--- src/rtl/ccm_pkg.sv ---
// Shared types, widths and operation codes for the CIGAR coordinate mapper.
// No dependencies; every other file refers to this package by scoped names.
`default_nettype none
package ccm_pkg;

   localparam int MAX_OPS     = 256;
   localparam int OP_IDX_W    = $clog2(MAX_OPS);
   localparam int OP_CNT_W    = $clog2(MAX_OPS + 1);
   localparam int COORD_W     = 31;
   localparam int LEN_W       = 28;
   localparam int KIND_W      = 4;
   // running offsets: MAX_OPS lengths of LEN_W bits, plus one guard bit
   localparam int OFS_W       = LEN_W + OP_IDX_W + 1;
   localparam int CSR_IDX_W   = 3;
   localparam int QUEUE_DEPTH = 2;
   localparam int QPTR_W      = $clog2(QUEUE_DEPTH);

   // register indexes
   localparam logic [CSR_IDX_W-1:0] REG_REF_START = 3'd0;
   localparam logic [CSR_IDX_W-1:0] REG_REF_END   = 3'd1;
   localparam logic [CSR_IDX_W-1:0] REG_QRY_START = 3'd2;
   localparam logic [CSR_IDX_W-1:0] REG_QRY_END   = 3'd3;
   localparam logic [CSR_IDX_W-1:0] REG_REVERSE   = 3'd4;
   localparam logic [CSR_IDX_W-1:0] REG_OP_COUNT  = 3'd5;

   // CIGAR operation kinds
   localparam logic [KIND_W-1:0] KIND_M    = 4'd0;
   localparam logic [KIND_W-1:0] KIND_I    = 4'd1;
   localparam logic [KIND_W-1:0] KIND_D    = 4'd2;
   localparam logic [KIND_W-1:0] KIND_N    = 4'd3;
   localparam logic [KIND_W-1:0] KIND_S    = 4'd4;
   localparam logic [KIND_W-1:0] KIND_EQ   = 4'd7;
   localparam logic [KIND_W-1:0] KIND_X    = 4'd8;

   typedef struct packed {
      logic [COORD_W-1:0]  ref_start;
      logic [COORD_W-1:0]  ref_end;
      logic [COORD_W-1:0]  qry_start;
      logic [COORD_W-1:0]  qry_end;
      logic                reverse;
      logic [OP_CNT_W-1:0] op_count;
   } cfg_type;

   // classified word passed from front to back
   typedef struct packed {
      logic                is_map;
      logic [OP_IDX_W-1:0] slot;
      logic [LEN_W-1:0]    length;
      logic [KIND_W-1:0]   kind;
      logic                on_ref;
      logic                in_bounds;
      logic [COORD_W-1:0]  target;
   } cmd_type;

   function automatic logic eats_ref(input logic [KIND_W-1:0] k);
      return (k == KIND_M) || (k == KIND_D) || (k == KIND_N) ||
             (k == KIND_EQ) || (k == KIND_X);
   endfunction

   function automatic logic eats_qry(input logic [KIND_W-1:0] k);
      return (k == KIND_M) || (k == KIND_I) || (k == KIND_S) ||
             (k == KIND_EQ) || (k == KIND_X);
   endfunction

endpackage
`default_nettype wire

--- src/rtl/ccm_queue.sv ---
// Short queue of classified words between front and back.
// Depends on ccm_pkg.
`default_nettype none
module ccm_queue (
   input  wire logic             clock,
   input  wire logic             reset,
   input  wire logic             push,
   input  wire ccm_pkg::cmd_type push_data,
   output logic                  full,
   input  wire logic             pop,
   output ccm_pkg::cmd_type      head,
   output logic                  empty
);

   ccm_pkg::cmd_type              entry_ff [ccm_pkg::QUEUE_DEPTH];
   logic [ccm_pkg::QPTR_W-1:0]    wr_ptr_ff, wr_ptr_in;
   logic [ccm_pkg::QPTR_W-1:0]    rd_ptr_ff, rd_ptr_in;
   logic [ccm_pkg::QPTR_W:0]      count_ff, count_in;
   logic                          do_push, do_pop;

   always_comb begin
      full      = (count_ff == (ccm_pkg::QPTR_W+1)'(ccm_pkg::QUEUE_DEPTH));
      empty     = (count_ff == '0);
      head      = entry_ff[rd_ptr_ff];
      do_push   = push && !full;
      do_pop    = pop && !empty;
      wr_ptr_in = do_push ? wr_ptr_ff + 1'b1 : wr_ptr_ff;
      rd_ptr_in = do_pop  ? rd_ptr_ff + 1'b1 : rd_ptr_ff;
      count_in  = count_ff + (ccm_pkg::QPTR_W+1)'(do_push)
                           - (ccm_pkg::QPTR_W+1)'(do_pop);
   end

   always_ff @(posedge clock) begin
      if (reset) begin
         wr_ptr_ff <= '0;
         rd_ptr_ff <= '0;
         count_ff  <= '0;
      end else begin
         wr_ptr_ff <= wr_ptr_in;
         rd_ptr_ff <= rd_ptr_in;
         count_ff  <= count_in;
      end
   end

   always_ff @(posedge clock) begin
      if (do_push) begin
         entry_ff[wr_ptr_ff] <= push_data;
      end
   end

endmodule
`default_nettype wire

--- config.mk ---
export PLATFORM = sky130hd
export DESIGN_NAME = ccm_queue
export DESIGN_NICKNAME = d
export VERILOG_FILES = /design/src/rtl/ccm_pkg.sv /design/src/rtl/ccm_queue.sv
export SDC_FILE = /design/constraint.sdc
export NUM_CORES = 1
export LEC_CHECK = 0
export CAP_MARGIN = 20
export CORE_ASPECT_RATIO = 0.7
export CORE_MARGIN = 2
export CORE_UTILIZATION = 50
export CTS_BUF_LIST = sky130_fd_sc_hd__clkbuf_8 sky130_fd_sc_hd__clkbuf_16
export DETAILED_ROUTE_END_ITERATION = 10
export DONT_BUFFER_PORTS = 1
export SETUP_SLACK_MARGIN = 0.3
export SYNTH_ARGS = -nofsm -noshare
export SYNTH_HDL_FRONTEND = slang
export SYNTH_SLANG_ARGS = --single-unit
export TNS_END_PERCENT = 5
--- constraint.sdc ---
create_clock -name clock -period 3.63 [get_ports clock]
set_input_delay 0 -clock clock [delete_from_list [all_inputs] [get_ports clock]]
set_output_delay 0 -clock clock [all_outputs]
set_load 0.01 [all_outputs]
==> impl_metrics.csv <==
group,metric,value,unit
clock_tree,htree_levels,4,
yosys,synthArstFlopShare,0,
yosys,synth-seq-cells,153,
hold_path,hold_end,"count_ff[1]",
status,outcome,"finished, final reports clean",
yosys,synth_nets,337,
pwr,leakage,2.42,nW
detailed_routing,vias_per_cell,5.02,
critical_path,cp-startpoint,"count_ff[0]",
detailed_routing,first_pass_iters,4,
clock_tree,cts.sinks,153,
yosys,syn_inst,257,
yosys,yosys_warnings,0,
detailed_routing,drt-total-wl,9460,µm
pwr,power_frac_seq,0.489,
placement,dp_worst_setup_slack,1.37,ns
cells_and_area,layout_commonest_cell,"edfxtp_1",
global_routing,grt_pass1_vias,2723,
timing,tightest_slew,1.05,ns
pwr,power.internal,3.65,mW
floorplanning,io_pins,154,
pwr,pwr-share-clk,0.345,
cells_and_area,syn_to_final_growth,26.8,%
critical_path,regToRegSetupSlack,1.40,ns
detailed_routing,wire_per_inst,18.4,µm
global_routing,grt_usage,0.163,
yosys,synth_area,5590,µm²
placement,dp_hpwl,5330,µm
clock_tree,clock_latency,0.41,ns
hold_path,hold_path_class,"in -> reg",
cells_and_area,regArea,4550,µm²
yosys,synth_ff_type,"edfxtp_1",
global_routing,grt_start_max_net_pins,75,
critical_path,r2r-end,"entry_ff[0][65]",
detailed_routing,vias,2576,
timing,setup_viol,0,
floorplanning,initial_core_util,0.510,
clock_tree,clockRootBuffer,"clkbuf_16",
timing,fin_crit_sh,0.613,
critical_path,reg2reg_from,"count_ff[0]",
cells_and_area,drive_above_1_share,0.100,
timing,final-max-slew-violation-count,0,
cells_and_area,antenna_cells,0,
clock_tree,postCtsSetupBuffers,0,
detailed_routing,post-route-drc-count,0,
cells_and_area,layout_common_cells,"148 x edfxtp_1, 78 x dlygate4sd3_1, 74 x mux2_1, 17 x clkbuf_16",
yosys,syn-mean-instance-area,21.8,µm²
hold_path,hold_depth,5,
critical_path,worstSetupStartpointType,"flip-flop",
timing,hold_viol_final,0,
placement,gp_congestion,0.663,
pwr,power.density,702,nW/µm²
global_routing,antenna_found_initial,0,
critical_path,arrival,2.29,ns
floorplanning,std_cell_rows,32,
global_routing,grt_overflow,0,
placement,port_buffers,0,
timing,fin_worst_skew,0.00968,ns
clock_tree,cts_buffers,17,
cells_and_area,final_area,7090,µm²
flow_run,maxCapViolCount,0,
critical_path,worst_ep_required_time,3.69,ns
timing,fin_ws,1.40,ns
clock_tree,cts_tree,"built",
timing,fin_hold_ws,0.0431,ns
critical_path,end_kind,"flip-flop",
floorplanning,fp.dieH,92.5,µm
critical_path,path_class,"reg -> reg",
cells_and_area,fillers,797,
floorplanning,die_w,130,µm
critical_path,rr_worst_depth,5,
clock_tree,clkTransAtPathRegs,0.06,ns
global_routing,grt_pass1_wl,14200,µm
timing,period_minus_slack,2.23,ns
floorplanning,die_area,12100,µm²
timing,slew_headroom,0.303,
placement,dpl_cell_area,5730,µm²
cells_and_area,multiInputGateArea,957,µm²
cells_and_area,finalNetCount,428,
clock_tree,cts_buffer_depth,2,
detailed_routing,drt_iter0_markers,130,
critical_path,crit_fanout,28,
yosys,synth-edff-count,148,
timing,timing.fmax,0.449,GHz
yosys,ys_types,22,
yosys,ys_seq_area_frac,0.813,
pwr,combPwrFrac,0.166,
pwr,p_switching,1.33,mW
pwr,ir_drop,0.442,mV
pwr,swShare,0.266,
floorplanning,core_area,11000,µm²
timing,fin_setup_tns,0,ns
timing,rsz0062_at_grt,"no",
hold_path,hold_start,"push",
detailed_routing,postRouteAntennaNets,0,
==> per-layer routing <==
layer	wire, µm	up-vias	track usage
li1	-	1187	-
met1	3910	1286	0.190
met2	4610	98	0.265
met3	861	5	0.0780
met4	76	0	0.0585
met5	0	-	0
==> power by group through the flow <==
stage,Clock (mW),Sequential [mW],Combinational (mW)
2_1_floorplan,0,2.34,0.759
3_5_place_dp,0,2.48,0.751
6_report,1.72,2.43,0.826
4_1_cts,1.75,2.44,0.843
5_1_grt,1.82,2.48,0.896
3_3_place_gp,0,2.47,0.756
==> kinds of logic after synthesis <==
| family | count (synthesis) | synth area share |
|---|---|---|
| flip-flops | 153 | 0.813 |
| multiplexers | 74 | 0.149 |
| buffers and inverters | 12 | 0.0170 |
| AND/OR/NAND/NOR | 11 | 0.0105 |
| AO/OA/AOI/OAI | 3 | 0.00335 |
| XOR/XNOR | 2 | 0.00313 |
| adder cells (fa/ha/maj) | 2 | 0.00447 |
==> final cells by class <==
cell class | count | area share
Sequential cell | 153 | 0.641
Multi-Input combinational cell | 92 | 0.135
Timing Repair Buffer | 80 | 0.112
Clock buffer | 17 | 0.0600
Tap cell | 153 | 0.0270
Clock inverter | 14 | 0.0222
Inverter | 4 | 0.00212
==> metrics by stage <==
step,util,total power [mW],instances
after floorplan,-,3.10,257
after detailed placement,0.522,3.23,404
after global placement,0.522,3.22,404
final,0.646,4.98,513
after CTS,0.646,5.03,513
after global routing,0.646,5.19,513
==> synthesized netlist by cell type (2+ instances only) <==
| cell | instances | area share |
|---|---|---|
| buf_6 | 6 | 0.012 |
| dfxtp_1 | 5 | 0.018 |
| edfxtp_1 | 148 | 0.79 |
| ha_1 | 2 | 0.0045 |
| inv_1 | 3 | 0.0020 |
| mux2_1 | 74 | 0.15 |
| nor2_1 | 4 | 0.0027 |
==> sequential cells by signal, summed over array words and instances, names as in the netlist, named ones only <==
register,flops
count_ff,2
entry_ff,148
rd_ptr_ff,1
wr_ptr_ff,1
==> worst max-delay path by stage <==
stage / to / slack [ns] / cells past startpoint
6_report: entry_ff[0][65] / 1.40 / 5
5_1_grt: entry_ff[0][35] / 1.19 / 5
4_1_cts: entry_ff[0][60] / 1.36 / 5
3_5_place_dp: entry_ff[0][60] / 1.37 / 5
3_3_place_gp: entry_ff[0][69] / 1.41 / 5
2_1_floorplan: entry_ff[0][0] / 0.89 / 4
==> what timing repair did <==
| action | CTS | global route |
|---|---|---|
| hold buffers | 78 | 0 |
| hold endpoints to repair | 153 | 0 |
| resized for setup | 0 | 0 |
==> worst max-delay path, cell delays in order, from the launching register on <==
cell and delay [ns]:
dfxtp_1 0.37, nand2b_2 0.16, inv_2 0.06, or3_1 0.34
inv_2 0.48, buf_4 0.46
Note: power is estimated with default switching activity, not from simulation.
