File: src/rtl/ccm_pkg.sv
// Shared types, widths and operation codes for the CIGAR coordinate mapper.
// No dependencies; every other file refers to this package by scoped names.
`default_nettype none
package ccm_pkg;

   localparam int MAX_OPS     = 256;
   localparam int OP_IDX_W    = $clog2(MAX_OPS);
   localparam int OP_CNT_W    = $clog2(MAX_OPS + 1);
   localparam int COORD_W     = 31;
   localparam int LEN_W       = 28;
   localparam int KIND_W      = 4;
   // running offsets: MAX_OPS lengths of LEN_W bits, plus one guard bit
   localparam int OFS_W       = LEN_W + OP_IDX_W + 1;
   localparam int CSR_IDX_W   = 3;
   localparam int QUEUE_DEPTH = 2;
   localparam int QPTR_W      = $clog2(QUEUE_DEPTH);

   // register indexes
   localparam logic [CSR_IDX_W-1:0] REG_REF_START = 3'd0;
   localparam logic [CSR_IDX_W-1:0] REG_REF_END   = 3'd1;
   localparam logic [CSR_IDX_W-1:0] REG_QRY_START = 3'd2;
   localparam logic [CSR_IDX_W-1:0] REG_QRY_END   = 3'd3;
   localparam logic [CSR_IDX_W-1:0] REG_REVERSE   = 3'd4;
   localparam logic [CSR_IDX_W-1:0] REG_OP_COUNT  = 3'd5;

   // CIGAR operation kinds
   localparam logic [KIND_W-1:0] KIND_M    = 4'd0;
   localparam logic [KIND_W-1:0] KIND_I    = 4'd1;
   localparam logic [KIND_W-1:0] KIND_D    = 4'd2;
   localparam logic [KIND_W-1:0] KIND_N    = 4'd3;
   localparam logic [KIND_W-1:0] KIND_S    = 4'd4;
   localparam logic [KIND_W-1:0] KIND_EQ   = 4'd7;
   localparam logic [KIND_W-1:0] KIND_X    = 4'd8;

   typedef struct packed {
      logic [COORD_W-1:0]  ref_start;
      logic [COORD_W-1:0]  ref_end;
      logic [COORD_W-1:0]  qry_start;
      logic [COORD_W-1:0]  qry_end;
      logic                reverse;
      logic [OP_CNT_W-1:0] op_count;
   } cfg_type;

   // classified word passed from front to back
   typedef struct packed {
      logic                is_map;
      logic [OP_IDX_W-1:0] slot;
      logic [LEN_W-1:0]    length;
      logic [KIND_W-1:0]   kind;
      logic                on_ref;
      logic                in_bounds;
      logic [COORD_W-1:0]  target;
   } cmd_type;

   function automatic logic eats_ref(input logic [KIND_W-1:0] k);
      return (k == KIND_M) || (k == KIND_D) || (k == KIND_N) ||
             (k == KIND_EQ) || (k == KIND_X);
   endfunction

   function automatic logic eats_qry(input logic [KIND_W-1:0] k);
      return (k == KIND_M) || (k == KIND_I) || (k == KIND_S) ||
             (k == KIND_EQ) || (k == KIND_X);
   endfunction

endpackage
`default_nettype wire

File: src/rtl/ccm_front.sv
// Front end: classifies incoming words, bounds-checks map requests and
// forms the axis offset. Depends on ccm_pkg.
`default_nettype none
module ccm_front (
   input  wire logic                          req_command,
   input  wire logic [ccm_pkg::OP_IDX_W-1:0]  req_op_slot,
   input  wire logic [ccm_pkg::LEN_W-1:0]     req_op_length,
   input  wire logic [ccm_pkg::KIND_W-1:0]    req_op_kind,
   input  wire logic [ccm_pkg::COORD_W-1:0]   req_position,
   input  wire logic                          req_from_reference,
   input  wire ccm_pkg::cfg_type              cfg,
   output ccm_pkg::cmd_type                   cmd
);

   logic                        ref_in, qry_in;
   logic [ccm_pkg::COORD_W-1:0] ref_ofs, qry_ofs;

   always_comb begin
      ref_in  = (req_position >= cfg.ref_start) && (req_position < cfg.ref_end);
      qry_in  = (req_position >= cfg.qry_start) && (req_position < cfg.qry_end);
      ref_ofs = req_position - cfg.ref_start;
      // reverse strand counts down from the last query base
      qry_ofs = cfg.reverse ? (cfg.qry_end - ccm_pkg::COORD_W'(1) - req_position)
                            : (req_position - cfg.qry_start);

      cmd.is_map    = req_command;
      cmd.slot      = req_op_slot;
      cmd.length    = req_op_length;
      cmd.kind      = req_op_kind;
      cmd.on_ref    = req_from_reference;
      cmd.in_bounds = req_from_reference ? ref_in : qry_in;
      cmd.target    = req_from_reference ? ref_ofs : qry_ofs;
   end

endmodule
`default_nettype wire

File: config.mk
export PLATFORM = sky130hd
export DESIGN_NAME = ccm_front
export DESIGN_NICKNAME = d
export VERILOG_FILES = /design/src/rtl/ccm_pkg.sv /design/src/rtl/ccm_front.sv
export SDC_FILE = /design/constraint.sdc
export NUM_CORES = 1
export LEC_CHECK = 0
export BUFFER_PORTS_ARGS = -buffer_cell sky130_fd_sc_hd__buf_2
export CAP_MARGIN = 10
export CORE_ASPECT_RATIO = 2
export CORE_MARGIN = 8
export CORE_UTILIZATION = 57
export DETAILED_ROUTE_END_ITERATION = 10
export PLACE_DENSITY = 0.95
export SETUP_SLACK_MARGIN = 0.02
export SLEW_MARGIN = 20
export SYNTH_ARGS = -nofsm -noshare
export SYNTH_HDL_FRONTEND = slang
export SYNTH_SLANG_ARGS = --single-unit
File: constraint.sdc
create_clock -name vclk -period 6.7
set_input_delay 1.005 -clock vclk [all_inputs]
set_output_delay 1.005 -clock vclk [all_outputs]
set_load 0.005 [all_outputs]
==> qor.yml, run 1 <==
hold_viol_final: 0
finalCritPeriodShare_pct: 78.1
fmax_mhz: 191
p_sw_share_pct: 57.2
drive_above_1_share_pct: 18.2
relSlewSlack_pct: 35.8
final-setup-viol-count: 0
p_sw_mw: 0.457
grt_antenna_before_repair: 0
drv_slew: 0
peakVddDrop_mv: 0.0454
status: "finished, final reports clean"
synthSimpleGateAreaFrac_pct: 17.0
worst-path-buf-inv: 3
core_area_um2: 13300
grt_max_degree: 52
finalWorstSetupSlack_ns: 1.47
path_max_fanout: 5
boundaryPins: 281
post-cts-setup-buffers: 0
path_class: "input port to output pin"
wirelength_um: 24900
nClkBuffers: 0
die-area_um2: 17700
power.internal_mw: 0.342
wire_per_inst_um: 17.8
grtUsageTotal_pct: 26.4
drtIter0Drc: 563
io_buffer_count: 190
hold_buffers: 0
nets: 1607
grt_pass1_wl_um: 39600
place.gp.congestion: 0.918
hpwl_um: 21500
path_cells: "buf_2 > inv_1 > ha_1 > fa_1 > a211oi_1 > o21a_1 > o32a_1 > a21oi_2 > a31oi_1 > o31ai_1 > a21oi_1 > xor2_1 > a221oi_1 > buf_2"
cp.depth: 14
worstPathRequired_ns: 5.69
min_path_cells: 0
ff_latch_area_um2: 0
area_growth_pct: 8.91
maxCapViolations: 0
drtAntennaViolNets: 0
p_clk_share_pct: 0
grt-ovfl-total: 0
final_cell_area_um2: 8380
hp-class: "input port to output pin"
netlist_area_um2: 7690
powerDensity_nw_per_um2: 95.3
yosysUniqueCellTypes: 85
post-route-util_pct: 63.1
synth_compound_area_share_pct: 33.9
power_frac_comb_pct: 100.0
antenna_cells: 0
leakage_nw: 4.65
num_rows: 60
syn_area_per_cell_um2: 6.81
arrival_ns: 4.22
synth_top_family_by_area: "compound AO/OA/AOI/OAI gates"
tns_ns: 0
ctsResizeCount: 0
grt_pass1_vias: 8503
synthAdderAreaFrac_pct: 25.7
tightest_slew_ns: 0.962
initial_core_util_pct: 57.9
drc: 0
slowest_stage: "fa_1"
postPlaceCellArea_um2: 8380
syn_nets: 1492
design.seq.count: 0
startpoint_type: "input port"
sequentialPowerShare_pct: 0
rsz0062_at_grt: "false"
yosysWarningCount: 0
die_w_um: 98.2
muxShareOfSynthArea_pct: 0.683
dieHeight_um: 180
critPathMaxStageDelay_ns: 0.44
seq_area_frac_synth_pct: 0
fill_cells: 1240
syn_inst: 1129
vias_per_cell: 6.09
synth_xor_area_share_pct: 8.54
path_common_cell: "buf_2"
path_delay_family: "compound AO/OA/AOI/OAI gates"
post-place-ws_ns: 1.51
first_pass_iters: 5
layout_min_cycle_time_ns: 5.23
vias: 8514
hold-worst-slack_ns: 2.01
cp-end-kind: "output pin"
-- cell families after synthesis --
logic type      Yosys count
xor+xnor                 75
fa+ha+maj               156
mux                       5
simple gates            267
buf+inv                 247
compound gates          379
-- cell usage in the layout (no fill, tap or decap), types with 4 or more instances in the layout --
cell type	Yosys	routed
xnor2_1	44	44
nand3_1	17	17
a211o_1	12	12
a31o_2	4	4
inv_1	170	170
and3_1	10	10
o21ai_0	59	59
a31oi_1	13	13
nand4_1	20	20
buf_2	1	190
or2_2	4	4
a22oi_1	5	5
a211oi_1	26	26
nor3_1	14	14
o211ai_1	10	10
nand2b_1	15	15
nand2_1	78	78
nor2b_1	11	11
a21oi_1	112	112
o22ai_1	7	7
nor2_1	73	73
a21o_1	55	55
ha_1	153	153
o31ai_1	4	4
o21bai_1	12	12
o21a_1	13	13
xor2_1	31	31
-- cell usage after synthesis (4+ instances only) --
cell type | count | area share [%]
nand4_1 | 20 | 1.6
inv_1 | 170 | 8.3
nor3_1 | 14 | 0.91
nand2b_1 | 15 | 1.2
o21a_1 | 13 | 1.3
xor2_1 | 31 | 3.5
ha_1 | 153 | 25
or2_2 | 4 | 0.33
o21bai_1 | 12 | 1.2
nor2b_1 | 11 | 0.89
nand2_1 | 78 | 3.8
nand3_1 | 17 | 1.1
a211o_1 | 12 | 1.4
a22oi_1 | 5 | 0.49
xnor2_1 | 44 | 5.0
buf_4 | 43 | 4.2
a21oi_1 | 112 | 7.3
nor2_1 | 73 | 3.6
clkbuf_1 | 31 | 1.5
o211ai_1 | 10 | 0.98
a31o_2 | 4 | 0.46
o21ai_0 | 59 | 3.8
o22ai_1 | 7 | 0.57
a211oi_1 | 26 | 2.5
o31ai_1 | 4 | 0.39
a31oi_1 | 13 | 1.1
and3_1 | 10 | 0.81
a21o_1 | 55 | 5.4
-- stage by stage --
| stage | power [mW] | cells |
|---|---|---|
| floorplan | 0.568 | 1129 |
| global placement | 0.767 | 1397 |
| detailed placement | 0.782 | 1397 |
| CTS | 0.787 | 1397 |
| global route | 0.876 | 1397 |
| finish | 0.799 | 1397 |
-- power by group through the flow --
stage / clock (mW) / sequential [mW] / combinational (mW)
after CTS: 0 / 0 / 0.787
after detailed placement: 0 / 0 / 0.782
after global routing: 0 / 0 / 0.876
final: 0 / 0 / 0.799
after global placement: 0 / 0 / 0.767
after floorplan: 0 / 0 / 0.568
-- final cells by class --
class | instances | area, um2 | share of cell area (%)
multi-input cells | 882 | 6600 | 78.7
well taps | 155 | 194 | 2.31
inverters | 170 | 638 | 7.62
repair buffers | 190 | 951 | 11.3
-- metal layers --
layer	vias up	share of wire (%)	track usage, %	wire (um)
li1	4176	-	-	-
met3	61	7.2	3.68	1800
met2	401	47	46.7	11800
met1	3876	42	31.4	10400
met4	0	3.6	8.79	908
met5	-	0	0	0
-- worst paths after layout --
| kind | from | end | slack, ns |
|---|---|---|---|
| hold / removal | req_op_length[7] | cmd[44] | 2.01 |
| setup / recovery | req_position[0] | cmd[18] | 1.47 |
(Power assumes the default switching activity.)
==> inputs of run 2 (changes only) <==
- CORE_UTILIZATION: 57 -> 48
- PLACE_DENSITY: 0.95 -> 0.9
- clock period: 6.7 -> 4.5 ns (I/O delays scaled with it)
==> qor.yml, run 2 (synthesis gave the netlist of run 1 again) <==
status: "finished, final reports clean"  # unchanged
leakage_nw: 4.76  # was 4.65 nW
area_growth_pct: 12.0  # was 8.91%
postPlaceCellArea_um2: 8540  # was 8380 um2
initial_core_util_pct: 48.8  # was 57.9%
hold-worst-slack_ns: 1.35  # was 2.01 ns
power_mw: 1.26  # was 0.799 mW
tightest_slew_ns: 0.856  # was 0.962 ns
io_buffer_count: 190  # unchanged
wirelength_um: 28600  # was 24900 um
post-place-ws_ns: 0.112  # was 1.51 ns
finalWorstSetupSlack_ns: 0.187  # was 1.47 ns
post-route-util_pct: 54.6  # was 63.1%
path_class: "input port to output pin"  # unchanged
nClkBuffers: 0  # unchanged
vias: 8654  # was 8514
final_cell_count_no_fill: 1462  # was 1397
hold_viol_final: 0  # unchanged
critPathLaunch: "req_position[0]"  # unchanged
powerDensity_nw_per_um2: 146  # was 95.3 nW/um2
dpl.cell_count: 1457  # was 1397
worstPathRequired_ns: 3.83  # was 5.69 ns
grt_antenna_before_repair: 2  # was 0
path_max_fanout: 4  # was 5
grt-ovfl-total: 0  # unchanged
final-setup-viol-count: 0  # unchanged
drtIter0Drc: 415  # was 563
die-area_um2: 20600  # was 17700 um2
ff_latch_area_um2: 0  # unchanged
peakVddDrop_mv: 0.0787  # was 0.0454 mV
hold_buffers: 0  # unchanged
dieHeight_um: 195  # was 180 um
drtAntennaViolNets: 0  # unchanged
arrival_ns: 3.64  # was 4.22 ns
drt-met1-wl_um: 9160  # was 10400 um
fmax_mhz: 232
finalCritPeriodShare_pct: 95.8
layout_commonest_cell: "buf_2"  # unchanged
final_cell_area_um2: 8620  # was 8380 um2
drv_slew: 0  # unchanged
cp-end-kind: "output pin"  # unchanged
min_to: "cmd[35]"  # was cmd[44]
layout_min_cycle_time_ns: 4.31
wire_per_inst_um: 19.5  # was 17.8 um
boundaryPins: 281  # unchanged
vias_per_cell: 5.92  # was 6.09
wl_met2_um: 14400  # was 11800 um
num_rows: 65  # was 60
grt_max_degree: 51  # was 52
place.gp.congestion: 0.990  # was 0.918
design.seq.count: 0  # unchanged
startpoint_type: "input port"  # unchanged
grt_pass1_vias: 9016  # was 8503
grtUsageTotal_pct: 26.7  # was 26.4%
die_w_um: 106  # was 98.2 um
core_area_um2: 15800  # was 13300 um2
drc: 0  # unchanged
maxCapViolations: 0  # unchanged
hpwl_um: 24800  # was 21500 um
drive_above_1_share_pct: 19.9  # was 18.2%
final_cell_mix: "190 x buf_2, 170 x inv_1, 153 x ha_1, 111 x a21oi_1, 78 x nand2_1"  # was 190 x buf_2, 170 x inv_1, 153 x ha_1, 112 x a21oi_1, 78 x nand2_1
min_path_cells: 0  # unchanged
grt_pass1_wl_um: 44600  # was 39600 um
wl_met3_um: 1510  # was 1800 um
fill_cells: 1624  # was 1240
nets: 1624  # was 1607
worstHoldStart: "req_op_kind[2]"  # was req_op_length[7]
first_pass_iters: 5  # unchanged
relSlewSlack_pct: 42.6  # was 35.8%
top_layer: "met4"  # unchanged
tns_ns: 0  # unchanged
hp-class: "input port to output pin"  # unchanged
run 2: layout make-up:
cell class                      count  area [um2]  share of cell area (%)
Antenna cell                        2        5.00                  0.0581
Inverter                          170         638                    7.41
Multi-Input combinational cell    882        6640                    77.1
Tap cell                          201         251                    2.92
Timing Repair Buffer              207        1080                    12.5
run 2: worst max-delay path by stage:
stage and to:
6_report cmd[22], 5_1_grt cmd[28], 4_1_cts cmd[27], 3_5_place_dp cmd[27], 3_3_place_gp cmd[27], 2_1_floorplan cmd[28]
run 2: report_power, final:
group | internal [mW] | total (mW) | switching (mW) | leakage (nW)
Combinational | 0.530 | 1.26 | 0.725 | 4.76
Clock | 0.0000000594 | 0.0000000594 | 0 | 0.0000127
Sequential | 0 | 0 | 0 | 0
run 2: what timing repair did:
action,in CTS,in global routing
setup buffers,0,3
hold endpoints to repair,0,0
setup endpoints to repair,0,11
gates resized for setup,0,10
run 2: critical path, stage by stage:
cell	delay, ns
buf_2	0.10
inv_1	0.15
ha_1	0.19
inv_1	0.05
fa_1	0.42
a21oi_2	0.21
o211ai_1	0.11
a221o_1	0.34
buf_4	0.17
a31oi_4	0.19
nor2b_2	0.07
a31o_2	0.29
xor2_1	0.15
a22oi_1	0.16
o21ai_0	0.18
buf_2	0.18
run 2: routing by layer:
| metal | up-vias | GRT usage (%) |
|---|---|---|
| li1 | 4196 | - |
| met1 | 3905 | 23.2 |
| met2 | 371 | 49.1 |
| met3 | 182 | 3.53 |
| met4 | 0 | 28.5 |
| met5 | - | 0 |
==> inputs of run 3 (changes only) <==
- ABC_AREA: default -> 1
- CORE_UTILIZATION: 48 -> 50
- GPL_TIMING_DRIVEN: default -> 0
==> qor.yml, run 3 <==
drtAntennaViolNets: 0  # unchanged
grtUsageTotal_pct: 32.3  # was 26.7%
slowest_stage: "o21ai_0"  # was fa_1
startpoint_type: "input port"  # unchanged
post-route-util_pct: 58.3  # was 54.6%
arrival_ns: 3.34  # was 3.64 ns
die-area_um2: 23300  # was 20600 um2
worstHoldStart: "req_op_slot[4]"  # was req_op_kind[2]
synth_common_cells: "612 x nand2_1, 410 x inv_1, 153 x ha_1"  # was 170 x inv_1, 153 x ha_1, 112 x a21oi_1
leakage_nw: 7.04  # was 4.76 nW
path_common_cell: "nand2_1"
die_w_um: 112  # was 106 um
drt-met1-wl_um: 13400  # was 9160 um
design.seq.count: 0  # unchanged
worstPathRequired_ns: 3.83  # about the same
synth_compound_area_share_pct: 12.7  # was 33.9%
dpl.cell_count: 2258  # was 1457
layout_commonest_cell: "nand2_1"  # was buf_2
fmax_mhz: 249  # was 232 MHz
finalCritPeriodShare_pct: 89.2  # was 95.8%
initial_core_util_pct: 50.6  # was 48.8%
relSlewSlack_pct: 43.2  # was 42.6%
drtIter0Drc: 600  # was 415
drv_slew: 0  # unchanged
grt_pass1_wl_um: 59700  # was 44600 um
vias: 11900  # was 8654
path_class: "input port to output pin"  # unchanged
path_max_fanout: 5  # was 4
wirelength_um: 39400  # was 28600 um
yosysWarningCount: 0  # unchanged
first_pass_iters: 6  # was 5
crit_path_end: "cmd[8]"  # was cmd[22]
synth_xor_area_share_pct: 2.09  # was 8.54%
path_cells: "buf_2 > inv_1 > ha_1 > inv_1 > fa_1 > nand3_1 > nand3_2 > nand2_1 > nand2_1 > nand2_1 > nand2_1 > o21ai_0 > nand2_1 > o21ai_0 > buf_2"  # was buf_2 > inv_1 > ha_1 > inv_1 > fa_1 > a21oi_2 > o211ai_1 > a221o_1 > buf_4 > a31oi_4 > nor2b_2 > a31o_2 > xor2_1 > a22oi_1 > o21ai_0 > buf_2
final-setup-viol-count: 0  # unchanged
final_cell_mix: "612 x nand2_1, 410 x inv_1, 236 x buf_2, 153 x ha_1, 143 x nor2_1"  # was 190 x buf_2, 170 x inv_1, 153 x ha_1, 111 x a21oi_1, 78 x nand2_1
hp-class: "input port to output pin"  # unchanged
ff_latch_area_um2: 0  # unchanged
synth_top_cell_area_share_pct: 24.9  # about the same
ctsResizeCount: 0  # unchanged
nets: 2407  # was 1624
post-cts-setup-buffers: 0  # unchanged
wl_met3_um: 2170  # was 1510 um
grt_antenna_before_repair: 0  # was 2
syn_nets: 2176  # was 1492
synthAdderAreaFrac_pct: 21.4  # was 25.7%
yosysUniqueCellTypes: 40  # was 85
seq_area_frac_synth_pct: 0  # unchanged
antenna_cells: 0  # was 2
io_buffer_count: 229  # was 190
maxCapViolations: 0  # unchanged
netlist_area_um2: 9210  # was 7690 um2
wire_per_inst_um: 17.5  # was 19.5 um
critPathMaxStageDelay_ns: 0.55  # was 0.42 ns
final_cell_count_no_fill: 2258  # was 1462
place.gp.congestion: 0.985  # was 0.990
hold_buffers: 0  # unchanged
core_area_um2: 18200  # was 15800 um2
grt-ovfl-total: 0  # unchanged
boundaryPins: 281  # unchanged
rsz0062_at_grt: "false"
syn_inst: 1813  # was 1129
top_layer: "met4"  # unchanged
nClkBuffers: 0  # unchanged
dieHeight_um: 208  # was 195 um
syn_area_per_cell_um2: 5.08  # was 6.81 um2
num_rows: 70  # was 65
drc: 0  # unchanged
synth_area_leader_cell: "nand2_1"  # was ha_1
drive_above_1_share_pct: 15.2  # was 19.9%
hold_viol_final: 0  # unchanged
vias_per_cell: 5.26  # was 5.92
status: "finished, final reports clean"  # unchanged
synthSimpleGateAreaFrac_pct: 42.7  # was 17.0%
muxShareOfSynthArea_pct: 0  # was 0.683%
powerDensity_nw_per_um2: 130  # was 146 nW/um2
grt_pass1_vias: 11600  # was 9016
layout_min_cycle_time_ns: 4.01  # was 4.31 ns
hpwl_um: 35500  # was 24800 um
grt_max_degree: 11  # was 51
tightest_slew_ns: 0.845  # was 0.856 ns
area_growth_pct: 15.4  # was 12.0%
cp-end-kind: "output pin"  # unchanged
critPathLaunch: "req_position[0]"  # unchanged
peakVddDrop_mv: 0.0519  # was 0.0787 mV
yosysMostFrequentCell: "nand2_1"  # was inv_1
wl_met2_um: 19600  # was 14400 um
synth.area.top_cells: "nand2_1 25%, ha_1 21%, inv_1 17%, a21oi_1 6.8%, nand3_1 6.2%"  # was ha_1 25%, inv_1 8.3%, a21oi_1 7.3%, a21o_1 5.4%, xnor2_1 5.0%
tns_ns: 0  # unchanged
synth_top_family_by_area: "simple AND/OR/NAND/NOR gates"  # was compound AO/OA/AOI/OAI gates
==> run 3: cell count changes in the layout (fill, tap and decap cells not counted), sizes merged, moves of 26 or more <==
cell,change
nand2,+546
buf,+74
nand3,+103
xnor2,-35
nor2,+74
a21o,-47
a211oi,-26
inv,+241
==> run 3: worst max-delay path: cells and delay by family <==
kind / cells / cell delay, ns
buffers and inverters: 4 / 0.58
adders and majority gates: 2 / 0.73
and+or+nand+nor: 7 / 0.68
AOI/OAI and AO/OA: 2 / 0.66
==> run 3: worst min-delay path by stage <==
stage | endpoint | slack [ns] | cells past startpoint
global route | cmd[61] | 1.53 | 2
finish | cmd[69] | 1.52 | 2
CTS | cmd[69] | 1.52 | 2
global placement | cmd[35] | 1.52 | 2
detailed placement | cmd[69] | 1.52 | 2
floorplan | cmd[32] | 1.43 | 1
==> run 3: per-stage QoR <==
step                      worst slack, ns  power [mW]  cell area, um2  hold WS (ns)
after floorplan                      1.53       0.868            9210          1.43
after global placement              0.572        1.34           10600          1.52
after detailed placement            0.540        1.36           10600          1.52
after CTS                           0.527        1.37           10600          1.52
after global routing                0.427        1.52           10600          1.53
final                               0.487        1.38           10600          1.52
==> run 3: area by class of cell <==
type,instances,area (um2)
Buffer,57,395
Fill cell,2018,7590
Inverter,411,1540
Multi-Input combinational cell,1345,7270
Tap cell,216,270
Timing Repair Buffer,229,1150
==> run 3: cells by family (layout without fill, tap and decap cells) <==
logic type,Yosys count,in the layout
buffers and inverters,468,697
adder cells (fa/ha/maj),156,156
AO/OA/AOI/OAI,218,218
XOR/XNOR,22,22
AND/OR/NAND/NOR,949,949
==> run 3: report_power, final <==
| group | total, mW | internal [mW] | switching [mW] |
|---|---|---|---|
| Sequential | 0 | 0 | 0 |
| Combinational | 1.38 | 0.492 | 0.887 |
| Clock | 0 | 0 | 0 |
| Total | 1.38 | 0.492 | 0.887 |
==> run 3: metal layers <==
metal | global-route usage (%) | up-vias
met1 | 29.7 | 5171
met2 | 60.7 | 526
met4 | 29.9 | 0
li1 | - | 6020
met5 | 0 | -
met3 | 3.39 | 153
